<file path="src/rtl/rrwd_pkg.sv">
// Shared types, codes and constants of the RLE RGB888 window decoder.
package rrwd_pkg;

  // Default for the largest image or frame dimension in pixels
  localparam int MAX_DIMENSION_DEF = 4096;

  // Fixed field widths
  localparam int DIM_W   = 13;
  localparam int ORG_W   = 12;
  localparam int ADDR_W  = 24;
  localparam int PROD_W  = 2 * DIM_W;
  localparam int COLOR_W = 24;

  // Command queue between front and back
  localparam int QUEUE_DEPTH = 2;
  localparam int QPTR_W      = 1;
  localparam int QCNT_W      = 2;

  // Register indexes on the configuration port
  localparam logic [2:0] REG_IMAGE_WIDTH  = 3'd0;
  localparam logic [2:0] REG_IMAGE_HEIGHT = 3'd1;
  localparam logic [2:0] REG_FRAME_WIDTH  = 3'd2;
  localparam logic [2:0] REG_FRAME_HEIGHT = 3'd3;
  localparam logic [2:0] REG_ORIGIN_X     = 3'd4;
  localparam logic [2:0] REG_ORIGIN_Y     = 3'd5;

  // Status codes
  localparam logic [1:0] STATUS_OK       = 2'd0;
  localparam logic [1:0] STATUS_ZERO_RUN = 2'd1;
  localparam logic [1:0] STATUS_BAD_SIZE = 2'd2;

  // Input record
  typedef struct packed {
    logic       start_of_image;
    logic [7:0] run_length;
    logic [7:0] red_in;
    logic [7:0] green_in;
    logic [7:0] blue_in;
  } rec_t;

  // Output write segment
  typedef struct packed {
    logic [ADDR_W-1:0] write_address;
    logic [7:0]        segment_length;
    logic [7:0]        red_out;
    logic [7:0]        green_out;
    logic [7:0]        blue_out;
    logic              last_of_run;
    logic              image_complete;
    logic [1:0]        status;
  } seg_t;

  // Configuration registers
  typedef struct packed {
    logic [DIM_W-1:0] image_width;
    logic [DIM_W-1:0] image_height;
    logic [DIM_W-1:0] frame_width;
    logic [DIM_W-1:0] frame_height;
    logic [ORG_W-1:0] origin_x;
    logic [ORG_W-1:0] origin_y;
  } cfg_t;

  // Command class decided by the front end
  typedef enum logic [1:0] {
    CMD_RECORD,
    CMD_START,
    CMD_BAD_SIZE
  } cmd_kind_t;

  // Queue entry: the record plus the image setup latched at a start
  typedef struct packed {
    cmd_kind_t          kind;
    logic [7:0]         run_length;
    logic [COLOR_W-1:0] color;
    logic [PROD_W-1:0]  pixel_total;
    logic [ADDR_W-1:0]  base_address;
    logic [DIM_W-1:0]   line_skip;
    logic [DIM_W-1:0]   width;
  } cmd_t;

  // Back-end sequencer states
  typedef enum logic {
    BK_IDLE,
    BK_RUN
  } back_state_t;

endpackage

</file>
<file path="src/rtl/rrwd_front.sv">
// Front end: accepts records, computes the image setup and classifies each request.
module rrwd_front #(
  parameter int MAX_DIMENSION = rrwd_pkg::MAX_DIMENSION_DEF
) (
  input  logic          clk,
  input  logic          rst,
  input  rrwd_pkg::cfg_t cfg,
  input  logic          rec_valid,
  output logic          rec_stall,
  input  rrwd_pkg::rec_t rec,
  output logic          push,
  output rrwd_pkg::cmd_t entry,
  input  logic          full
);
  import rrwd_pkg::*;

  logic              f_valid;
  rec_t              f_rec;
  logic [PROD_W-1:0] img_px;
  logic [PROD_W-1:0] frm_px;
  logic [PROD_W-2:0] base_prod;
  logic              accept;
  logic              bad_size;
  logic [PROD_W-1:0] base_sum;

  assign rec_stall = f_valid && full;
  assign accept    = rec_valid && !rec_stall;
  assign push      = f_valid && !full;

  // Holding stage with registered products of the configuration
  always_ff @(posedge clk) begin
    if (rst) begin
      f_valid <= 1'b0;
    end else if (accept) begin
      f_valid <= 1'b1;
    end else if (push) begin
      f_valid <= 1'b0;
    end
  end

  always_ff @(posedge clk) begin
    if (accept) begin
      f_rec     <= rec;
      img_px    <= PROD_W'(cfg.image_width) * PROD_W'(cfg.image_height);
      frm_px    <= PROD_W'(cfg.frame_width) * PROD_W'(cfg.frame_height);
      base_prod <= (PROD_W-1)'(cfg.origin_y) * (PROD_W-1)'(cfg.frame_width);
    end
  end

  // Size check at a start
  always_comb begin
    bad_size = (cfg.image_width < DIM_W'(8))
            || (32'(cfg.image_width) > MAX_DIMENSION)
            || (cfg.image_height == '0)
            || (32'(cfg.image_height) > MAX_DIMENSION)
            || (32'(cfg.frame_width) > MAX_DIMENSION)
            || (32'(cfg.frame_height) > MAX_DIMENSION)
            || (cfg.image_width > cfg.frame_width)
            || (img_px > frm_px);
  end

  assign base_sum = PROD_W'(base_prod) + PROD_W'(cfg.origin_x);

  // Queue entry
  always_comb begin
    if (!f_rec.start_of_image) begin
      entry.kind = CMD_RECORD;
    end else if (bad_size) begin
      entry.kind = CMD_BAD_SIZE;
    end else begin
      entry.kind = CMD_START;
    end
    entry.run_length   = f_rec.run_length;
    entry.color        = {f_rec.red_in, f_rec.green_in, f_rec.blue_in};
    entry.pixel_total  = img_px;
    entry.base_address = base_sum[ADDR_W-1:0];
    entry.line_skip    = cfg.frame_width - cfg.image_width;
    entry.width        = cfg.image_width;
  end

endmodule

</file>
<file path="src/rtl/rrwd_queue.sv">
// Two-entry command queue between the front and back ends.
module rrwd_queue (
  input  logic           clk,
  input  logic           rst,
  input  logic           push,
  input  rrwd_pkg::cmd_t entry,
  input  logic           pop,
  output rrwd_pkg::cmd_t head,
  output logic           valid,
  output logic           full
);
  import rrwd_pkg::*;

  cmd_t              slots [QUEUE_DEPTH];
  logic [QPTR_W-1:0] wr_ptr;
  logic [QPTR_W-1:0] rd_ptr;
  logic [QCNT_W-1:0] count;

  assign valid = (count != '0);
  assign full  = (count == QCNT_W'(QUEUE_DEPTH));
  assign head  = slots[rd_ptr];

  // Pointers and fill count
  always_ff @(posedge clk) begin
    if (rst) begin
      wr_ptr <= '0;
      rd_ptr <= '0;
      count  <= '0;
    end else begin
      if (push) begin
        wr_ptr <= wr_ptr + 1'b1;
      end
      if (pop) begin
        rd_ptr <= rd_ptr + 1'b1;
      end
      case ({push, pop})
        2'b10:   count <= count + 1'b1;
        2'b01:   count <= count - 1'b1;
        default: count <= count;
      endcase
    end
  end

  // Entry storage
  always_ff @(posedge clk) begin
    if (push) begin
      slots[wr_ptr] <= entry;
    end
  end

endmodule

</file>
<file path="src/rtl/rrwd_back.sv">
// Back end: splits each run into row-bounded segments and holds the output register.
module rrwd_back #(
  parameter int MAX_DIMENSION = rrwd_pkg::MAX_DIMENSION_DEF
) (
  input  logic           clk,
  input  logic           rst,
  input  rrwd_pkg::cmd_t head,
  input  logic           head_valid,
  output logic           pop,
  output logic           seg_valid,
  input  logic           seg_stall,
  output rrwd_pkg::seg_t seg
);
  import rrwd_pkg::*;

  localparam int PXW = $clog2(MAX_DIMENSION * MAX_DIMENSION + 1);

  back_state_t        state;
  back_state_t        state_next;
  logic               halted;
  logic [PXW-1:0]     pixels_left;
  logic [DIM_W-1:0]   column_count;
  logic [ADDR_W-1:0]  next_address;
  logic [DIM_W-1:0]   width_q;
  logic [DIM_W-1:0]   skip_q;
  logic [7:0]         run_q;
  logic [COLOR_W-1:0] color_q;

  logic               emit_ok;
  logic               emit;
  seg_t               emit_seg;
  logic               is_start;
  logic               halted_eff;
  logic [7:0]         clip_run;
  logic [DIM_W-1:0]   room;
  logic [7:0]         seg_len;
  logic               seg_last;
  logic [PXW-1:0]     pl_after;
  logic [DIM_W-1:0]   col_after;
  logic               row_wrap;
  logic [ADDR_W-1:0]  addr_after;

  assign emit_ok    = !seg_valid || !seg_stall;
  assign is_start   = (head.kind == CMD_START);
  assign halted_eff = is_start ? 1'b0 : halted;

  // Segment arithmetic for the run in progress
  always_comb begin
    clip_run   = (PXW'(run_q) < pixels_left) ? run_q : pixels_left[7:0];
    room       = width_q - column_count;
    seg_len    = (DIM_W'(clip_run) < room) ? clip_run : room[7:0];
    seg_last   = (seg_len == clip_run);
    pl_after   = pixels_left - PXW'(seg_len);
    col_after  = column_count + DIM_W'(seg_len);
    row_wrap   = (col_after >= width_q);
    addr_after = next_address + ADDR_W'(seg_len)
               + (row_wrap ? ADDR_W'(skip_q) : '0);
  end

  // Sequencer: next state, pop and the result to emit
  always_comb begin
    state_next = state;
    pop        = 1'b0;
    emit       = 1'b0;
    emit_seg   = '0;
    emit_seg.last_of_run = 1'b1;
    case (state)
      BK_IDLE: begin
        if (head_valid && emit_ok) begin
          pop = 1'b1;
          if (head.kind == CMD_BAD_SIZE) begin
            emit            = 1'b1;
            emit_seg.status = STATUS_BAD_SIZE;
          end else if (halted_eff) begin
            emit = 1'b1;
          end else if (head.run_length == '0) begin
            emit            = 1'b1;
            emit_seg.status = STATUS_ZERO_RUN;
          end else begin
            state_next = BK_RUN;
          end
        end
      end
      BK_RUN: begin
        if (emit_ok) begin
          emit                    = 1'b1;
          emit_seg.write_address  = next_address;
          emit_seg.segment_length = seg_len;
          emit_seg.red_out        = color_q[23:16];
          emit_seg.green_out      = color_q[15:8];
          emit_seg.blue_out       = color_q[7:0];
          emit_seg.last_of_run    = seg_last;
          emit_seg.image_complete = seg_last && (pl_after == '0);
          emit_seg.status         = STATUS_OK;
          if (seg_last) begin
            state_next = BK_IDLE;
          end
        end
      end
      default: begin
        state_next = BK_IDLE;
      end
    endcase
  end

  always_ff @(posedge clk) begin
    if (rst) begin
      state <= BK_IDLE;
    end else begin
      state <= state_next;
    end
  end

  // Decode position and halt flag
  always_ff @(posedge clk) begin
    if (rst) begin
      halted       <= 1'b1;
      pixels_left  <= '0;
      column_count <= '0;
      next_address <= '0;
      width_q      <= '0;
      skip_q       <= '0;
    end else if (state == BK_IDLE) begin
      if (pop) begin
        if (head.kind == CMD_BAD_SIZE) begin
          halted <= 1'b1;
        end else begin
          if (is_start) begin
            pixels_left  <= PXW'(head.pixel_total);
            column_count <= '0;
            next_address <= head.base_address;
            width_q      <= head.width;
            skip_q       <= head.line_skip;
          end
          if (!halted_eff) begin
            halted <= (head.run_length == '0);
          end
        end
      end
    end else if (emit) begin
      pixels_left  <= pl_after;
      column_count <= row_wrap ? '0 : col_after;
      next_address <= addr_after;
      if (seg_last && (pl_after == '0)) begin
        halted <= 1'b1;
      end
    end
  end

  // Working run and color
  always_ff @(posedge clk) begin
    if (state == BK_IDLE) begin
      if (pop) begin
        run_q   <= head.run_length;
        color_q <= head.color;
      end
    end else if (emit) begin
      run_q <= run_q - seg_len;
    end
  end

  // Output register
  always_ff @(posedge clk) begin
    if (rst) begin
      seg_valid <= 1'b0;
    end else if (emit) begin
      seg_valid <= 1'b1;
    end else if (!seg_stall) begin
      seg_valid <= 1'b0;
    end
  end

  always_ff @(posedge clk) begin
    if (emit) begin
      seg <= emit_seg;
    end
  end

endmodule

</file>
<file path="src/rtl/rle_rgb888_window_decoder_unit.sv">
// Top level of the RLE RGB888 window decoder: register port and the front/queue/back chain.
//
// Takes run-length records (count plus RGB888 color) and turns each into write
// segments that never cross a row of the image window, addressed in pixels from
// the framebuffer base. The front end holds each record in a register stage with the
// window products for the size check and setup, then hands it through a two-entry
// queue to the back end. The back end takes each record's command in its idle state
// and then emits the record's segments from its run state; a record that gives an
// error or halted result is answered from the idle state alone. That back-end
// sequencer, emitting one segment per cycle while the output is not stalled, sets
// the rate. Errors (zero run, invalid image size) and a finished image halt decoding
// until the next start_of_image. Registers sit at byte addresses 4*i, are always
// ready and read back; write them only when no records are in flight.
module rle_rgb888_window_decoder_unit #(
  parameter int MAX_DIMENSION = rrwd_pkg::MAX_DIMENSION_DEF
) (
  input  logic           clk,
  input  logic           rst,
  input  logic           psel,
  input  logic           penable,
  input  logic           pwrite,
  input  logic [4:0]     paddr,
  input  logic [31:0]    pwdata,
  output logic [31:0]    prdata,
  output logic           pready,
  input  logic           rec_valid,
  output logic           rec_stall,
  input  rrwd_pkg::rec_t rec,
  output logic           seg_valid,
  input  logic           seg_stall,
  output rrwd_pkg::seg_t seg
);
  import rrwd_pkg::*;

  cfg_t       cfg;
  logic       cfg_write;
  logic [2:0] reg_index;
  logic       q_push;
  logic       q_pop;
  logic       q_valid;
  logic       q_full;
  cmd_t       q_entry;
  cmd_t       q_head;

  assign pready    = 1'b1;
  assign reg_index = paddr[4:2];
  assign cfg_write = psel && penable && pwrite && pready;

  // Configuration registers
  always_ff @(posedge clk) begin
    if (rst) begin
      cfg.image_width  <= DIM_W'(8);
      cfg.image_height <= DIM_W'(1);
      cfg.frame_width  <= DIM_W'(8);
      cfg.frame_height <= DIM_W'(1);
      cfg.origin_x     <= '0;
      cfg.origin_y     <= '0;
    end else if (cfg_write) begin
      case (reg_index)
        REG_IMAGE_WIDTH:  cfg.image_width  <= pwdata[DIM_W-1:0];
        REG_IMAGE_HEIGHT: cfg.image_height <= pwdata[DIM_W-1:0];
        REG_FRAME_WIDTH:  cfg.frame_width  <= pwdata[DIM_W-1:0];
        REG_FRAME_HEIGHT: cfg.frame_height <= pwdata[DIM_W-1:0];
        REG_ORIGIN_X:     cfg.origin_x     <= pwdata[ORG_W-1:0];
        REG_ORIGIN_Y:     cfg.origin_y     <= pwdata[ORG_W-1:0];
        default:          ;
      endcase
    end
  end

  // Register read-back
  always_comb begin
    case (reg_index)
      REG_IMAGE_WIDTH:  prdata = 32'(cfg.image_width);
      REG_IMAGE_HEIGHT: prdata = 32'(cfg.image_height);
      REG_FRAME_WIDTH:  prdata = 32'(cfg.frame_width);
      REG_FRAME_HEIGHT: prdata = 32'(cfg.frame_height);
      REG_ORIGIN_X:     prdata = 32'(cfg.origin_x);
      REG_ORIGIN_Y:     prdata = 32'(cfg.origin_y);
      default:          prdata = '0;
    endcase
  end

  rrwd_front #(
    .MAX_DIMENSION(MAX_DIMENSION)
  ) u_front (
    .clk       (clk),
    .rst       (rst),
    .cfg       (cfg),
    .rec_valid (rec_valid),
    .rec_stall (rec_stall),
    .rec       (rec),
    .push      (q_push),
    .entry     (q_entry),
    .full      (q_full)
  );

  rrwd_queue u_queue (
    .clk   (clk),
    .rst   (rst),
    .push  (q_push),
    .entry (q_entry),
    .pop   (q_pop),
    .head  (q_head),
    .valid (q_valid),
    .full  (q_full)
  );

  rrwd_back #(
    .MAX_DIMENSION(MAX_DIMENSION)
  ) u_back (
    .clk        (clk),
    .rst        (rst),
    .head       (q_head),
    .head_valid (q_valid),
    .pop        (q_pop),
    .seg_valid  (seg_valid),
    .seg_stall  (seg_stall),
    .seg        (seg)
  );

  // An empty queue always leaves room, so the record port never stalls then
  a_no_stall_when_empty: assert property (@(posedge clk) disable iff (rst)
    !q_valid |-> !rec_stall)
    else $error("record port stalled with an empty queue");

  // Completion only on the final segment of a record
  a_complete_is_last: assert property (@(posedge clk) disable iff (rst)
    seg_valid && seg.image_complete |-> seg.last_of_run && seg.status == STATUS_OK)
    else $error("image_complete on a non-final or error result");

  // Error results carry no pixels and end their record
  a_error_empty: assert property (@(posedge clk) disable iff (rst)
    seg_valid && seg.status != STATUS_OK |-> seg.segment_length == '0 && seg.last_of_run)
    else $error("error result with pixels or without last_of_run");

  // The back end never pops an empty queue
  a_pop_has_entry: assert property (@(posedge clk) disable iff (rst)
    q_pop |-> q_valid)
    else $error("queue popped while empty");

endmodule

</file>
<file path="config.mk">
export PLATFORM = sky130hd
export DESIGN_NAME = rle_rgb888_window_decoder_unit
export DESIGN_NICKNAME = d
export VERILOG_FILES = /design/src/rtl/rrwd_pkg.sv /design/src/rtl/rrwd_front.sv /design/src/rtl/rrwd_queue.sv /design/src/rtl/rrwd_back.sv /design/src/rtl/rle_rgb888_window_decoder_unit.sv
export SDC_FILE = /design/constraint.sdc
export NUM_CORES = 2
export LEC_CHECK = 0
export BUFFER_PORTS_ARGS = -buffer_cell sky130_fd_sc_hd__clkbuf_2
export CAP_MARGIN = 10
export CORE_ASPECT_RATIO = 1.75
export CORE_MARGIN = 2
export CORE_UTILIZATION = 32
export CTS_BUF_LIST = sky130_fd_sc_hd__clkbuf_2 sky130_fd_sc_hd__clkbuf_4 sky130_fd_sc_hd__clkbuf_8
export CTS_CLUSTER_DIAMETER = 30
export DETAILED_ROUTE_END_ITERATION = 8
export SETUP_SLACK_MARGIN = 0.4
export SLEW_MARGIN = 20
export SYNTH_ARGS = -nofsm -noshare
export SYNTH_HDL_FRONTEND = slang
export SYNTH_SLANG_ARGS = --single-unit
</file>
<file path="constraint.sdc">
create_clock -name clk -period 10.8 [get_ports clk]
set_input_delay 1.62 -clock clk [delete_from_list [all_inputs] [get_ports clk]]
set_output_delay 1.62 -clock clk [all_outputs]
set_load 0.05 [all_outputs]
</file>
==> impl_metrics.ini <==
[detailed_routing]
drc = 0
num_vias = 31070
ant_nets = 0
via_per_inst = 4.936
drt_iter0_markers = 1496
finalWirelength_um = 113400
dr.pass1.iters = 5
avgRoutedWirePerCell_um = 18.01

[clocking]
cts_tree = done
htreeDepth = 3
cts_hold_buf = 0
postCtsSetupBuffers = 0
cts_root_buf = clkbuf_8
clock-sinks = 592
clock_path_buffers = 3
clkLatencyLatePin_ps = 810
clkTransAtPathRegs_ps = 70
cts_made_buffers = 106

[logic_synthesis]
yosysWarnings = 0
ys_ff_latch = 592
synth_edf_count = 419
synth_flop_cell = edfxtp_1
synth-async-reset-ratio_pct = 0
yosys.cell_types.count = 86
yosysSeqAreaShare_pct = 36.81
synth_area_um2 = 43590
avgSynthCellArea_um2 = 10.15
synth_cells = 4293

[power_and_ir_drop]
p_leak_nw = 20.59
power_mw = 11.78
powerDensity_nw_per_um2 = 241.9
irDropWorstVdd_uv = 200.8

[floorplanning]
coreArea_um2 = 135500
fp.dieArea_um2 = 139300
rows = 179
die_y_um = 492.2
pin_count = 172
fp.dieW_um = 283
initial_core_util_pct = 32.17

[final_layout]
fin_nets = 5172
fill_cells = 13550
drive_gt1_share_pct = 10.73
area_growth_syn_to_layout_pct = 11.67
final_cells = 6294

[worst_setup_path]
crit_type = reg2reg
cp_data_arrival_time_ps = 10450
critical_path.max_stage_delay_ps = 500
crit_fanout = 18
slowest_stage = fa_1
critPathCaptureType = register
cp-start-kind = register
crit_required_ps = 11460

[global_routing]
antenna_found_initial = 2
grt_pass1_wl_um = 179700
grt_pass1_vias = 33080
grt-ovfl-total = 0
grt_max_degree = 89
track_usage_pct = 16.34

[flow_run]
cap_violations = 0

[sta]
hold_violations = 0
period_needed_ps = 9783
maxSlewHeadroom_pct = 32.47
clock.fmax_mhz = 102.2
drv_slew = 0
period_share_pct = 90.58
fin_ws_ps = 1017
rsz0062_at_grt = false
finalSetupTns_ps = 0
worst_pin_slew_ps = 1013
clock_skew_ps = 48.01
finalSetupViolations = 0

[min_path]
min_path_type = reg2reg

[placed_design]
dp_slack_ps = 586.4
dp_hpwl_um = 83800
routabilityCongestion = 0.9002
port_buffers = 130
dp_cells = 6097

[outcome]
status = completed
-- power breakdown --
group	internal (mW)	leakage, nW	switching, mW	total (mW)
Sequential	2.87	5.40	0.239	3.11
Combinational	2.35	14.0	3.95	6.31
Clock	1.32	1.23	1.04	2.36
-- through the flow --
stage	cell area (µm²)	hold slack [ps]	util, %
3_3_place_gp	46220	422.8	34.11
5_1_grt	48680	450.6	35.93
3_5_place_dp	46220	434.3	34.11
4_1_cts	48630	444.3	35.89
6_report	48680	440.7	35.93
2_1_floorplan	43660	421.5	-
-- sequential cells by signal (all words and copies together) (netlist names), 24 cells and up, named ones only --
signal and cells:
u_front.frm_px 26, u_front.base_prod 24, cfg 76, u_back.color_q 24, u_front.entry 32, u_queue.slots 218, u_back.pixels_left 25, u_front.img_px 26
u_back.seg 60, u_back.next_address 24
-- routing by layer --
layer | up-vias | GRT usage, % | wire length (µm)
li1 | 14610 | - | -
met1 | 15400 | 17.50 | 42790
met2 | 745 | 30.26 | 59150
met3 | 316 | 2.442 | 4600
met4 | 2 | 9.650 | 6804
met5 | - | 0 | 12
-- layout by cell type (no fill, tap or decap), types with 21 or more instances in the layout --
master / count
nor2b_1: 34
clkbuf_2: 129
nand2b_1: 26
ha_1: 334
buf_4: 64
xor2_1: 39
edfxtp_1: 419
nor3_1: 52
nor4_1: 21
xnor2_1: 96
a21oi_1: 213
mux2_2: 47
o21a_1: 22
clkbuf_8: 111
a211oi_1: 61
o21ai_0: 109
fa_1: 366
mux2i_1: 112
nand3_1: 39
dfxtp_1: 163
nor2_1: 235
a21o_1: 54
and2_1: 190
inv_1: 564
and3_1: 46
nand2_1: 545
-- cell families after synthesis --
group | share of synthesized area (%)
flip-flops | 36.81
multiplexers | 3.993
other | 0.01723
XOR/XNOR | 2.712
adder cells (fa/ha/maj) | 26.40
AO/OA/AOI/OAI | 9.409
buffers and inverters | 6.917
AND/OR/NAND/NOR | 13.75
-- path summary, 6_finish.rpt --
check / from / cells after the start / slack [ps] / end
min reg2reg: u_front.entry[89] / 0 / 440 / u_queue.slots[0][89]
max reg2reg: u_back.pixels_left[3] / 46 / 1020 / u_back.next_address[20]
max: u_back.pixels_left[3] / 46 / 1020 / u_back.next_address[20]
min: u_front.entry[89] / 0 / 440 / u_queue.slots[0][89]
-- area by class of cell --
cell class	count	area (µm²)	share of cell area, %
diodes	1	2.502	0.005141
clock buffers	131	1678	3.447
flip-flops and latches	592	16060	33.00
well taps	1810	2265	4.652
inverters	566	2125	4.364
repair buffers	193	1126	2.313
multi-input cells	2936	24690	50.72
clock inverters	65	729.5	1.498
-- worst max-delay path: cells and delay by family (launching register included) --
| kind | cells | cell delay, ps |
|---|---|---|
| muxes | 1 | 230 |
| buffers and inverters | 6 | 750 |
| adders and majority gates | 7 | 2380 |
| DFF | 1 | 410 |
| AOI/OAI and AO/OA | 21 | 4220 |
| and+or+nand+nor | 10 | 1500 |
| xor gates and xnor gates | 1 | 140 |
-- what timing repair did --
action                                  in CTS  in global routing
endpoints found under the setup margin       0                 18
hold endpoints to repair                     0                  0
gates resized for setup                      0                 13
-- synthesized netlist by cell type (all sizes together) (35+ instances only) --
master / number / share of area (%)
clkbuf: 178 / 1.5
nor2: 238 / 2.0
and3: 49 / 0.71
nor2b: 35 / 0.50
a21oi: 217 / 2.5
inv: 565 / 4.9
a211oi: 62 / 1.1
buf: 39 / 0.51
dfxtp: 173 / 7.9
xnor2: 96 / 1.9
nor3: 52 / 0.60
nand2: 546 / 4.7
xor2: 39 / 0.78
fa: 366 / 17
ha: 334 / 9.6
and2: 190 / 2.7
mux2: 47 / 1.2
nand3: 39 / 0.45
edfxtp: 419 / 29
mux2i: 112 / 2.6
o21ai: 118 / 1.4
a21o: 54 / 0.93
Power figures use the tool's default switching activity.
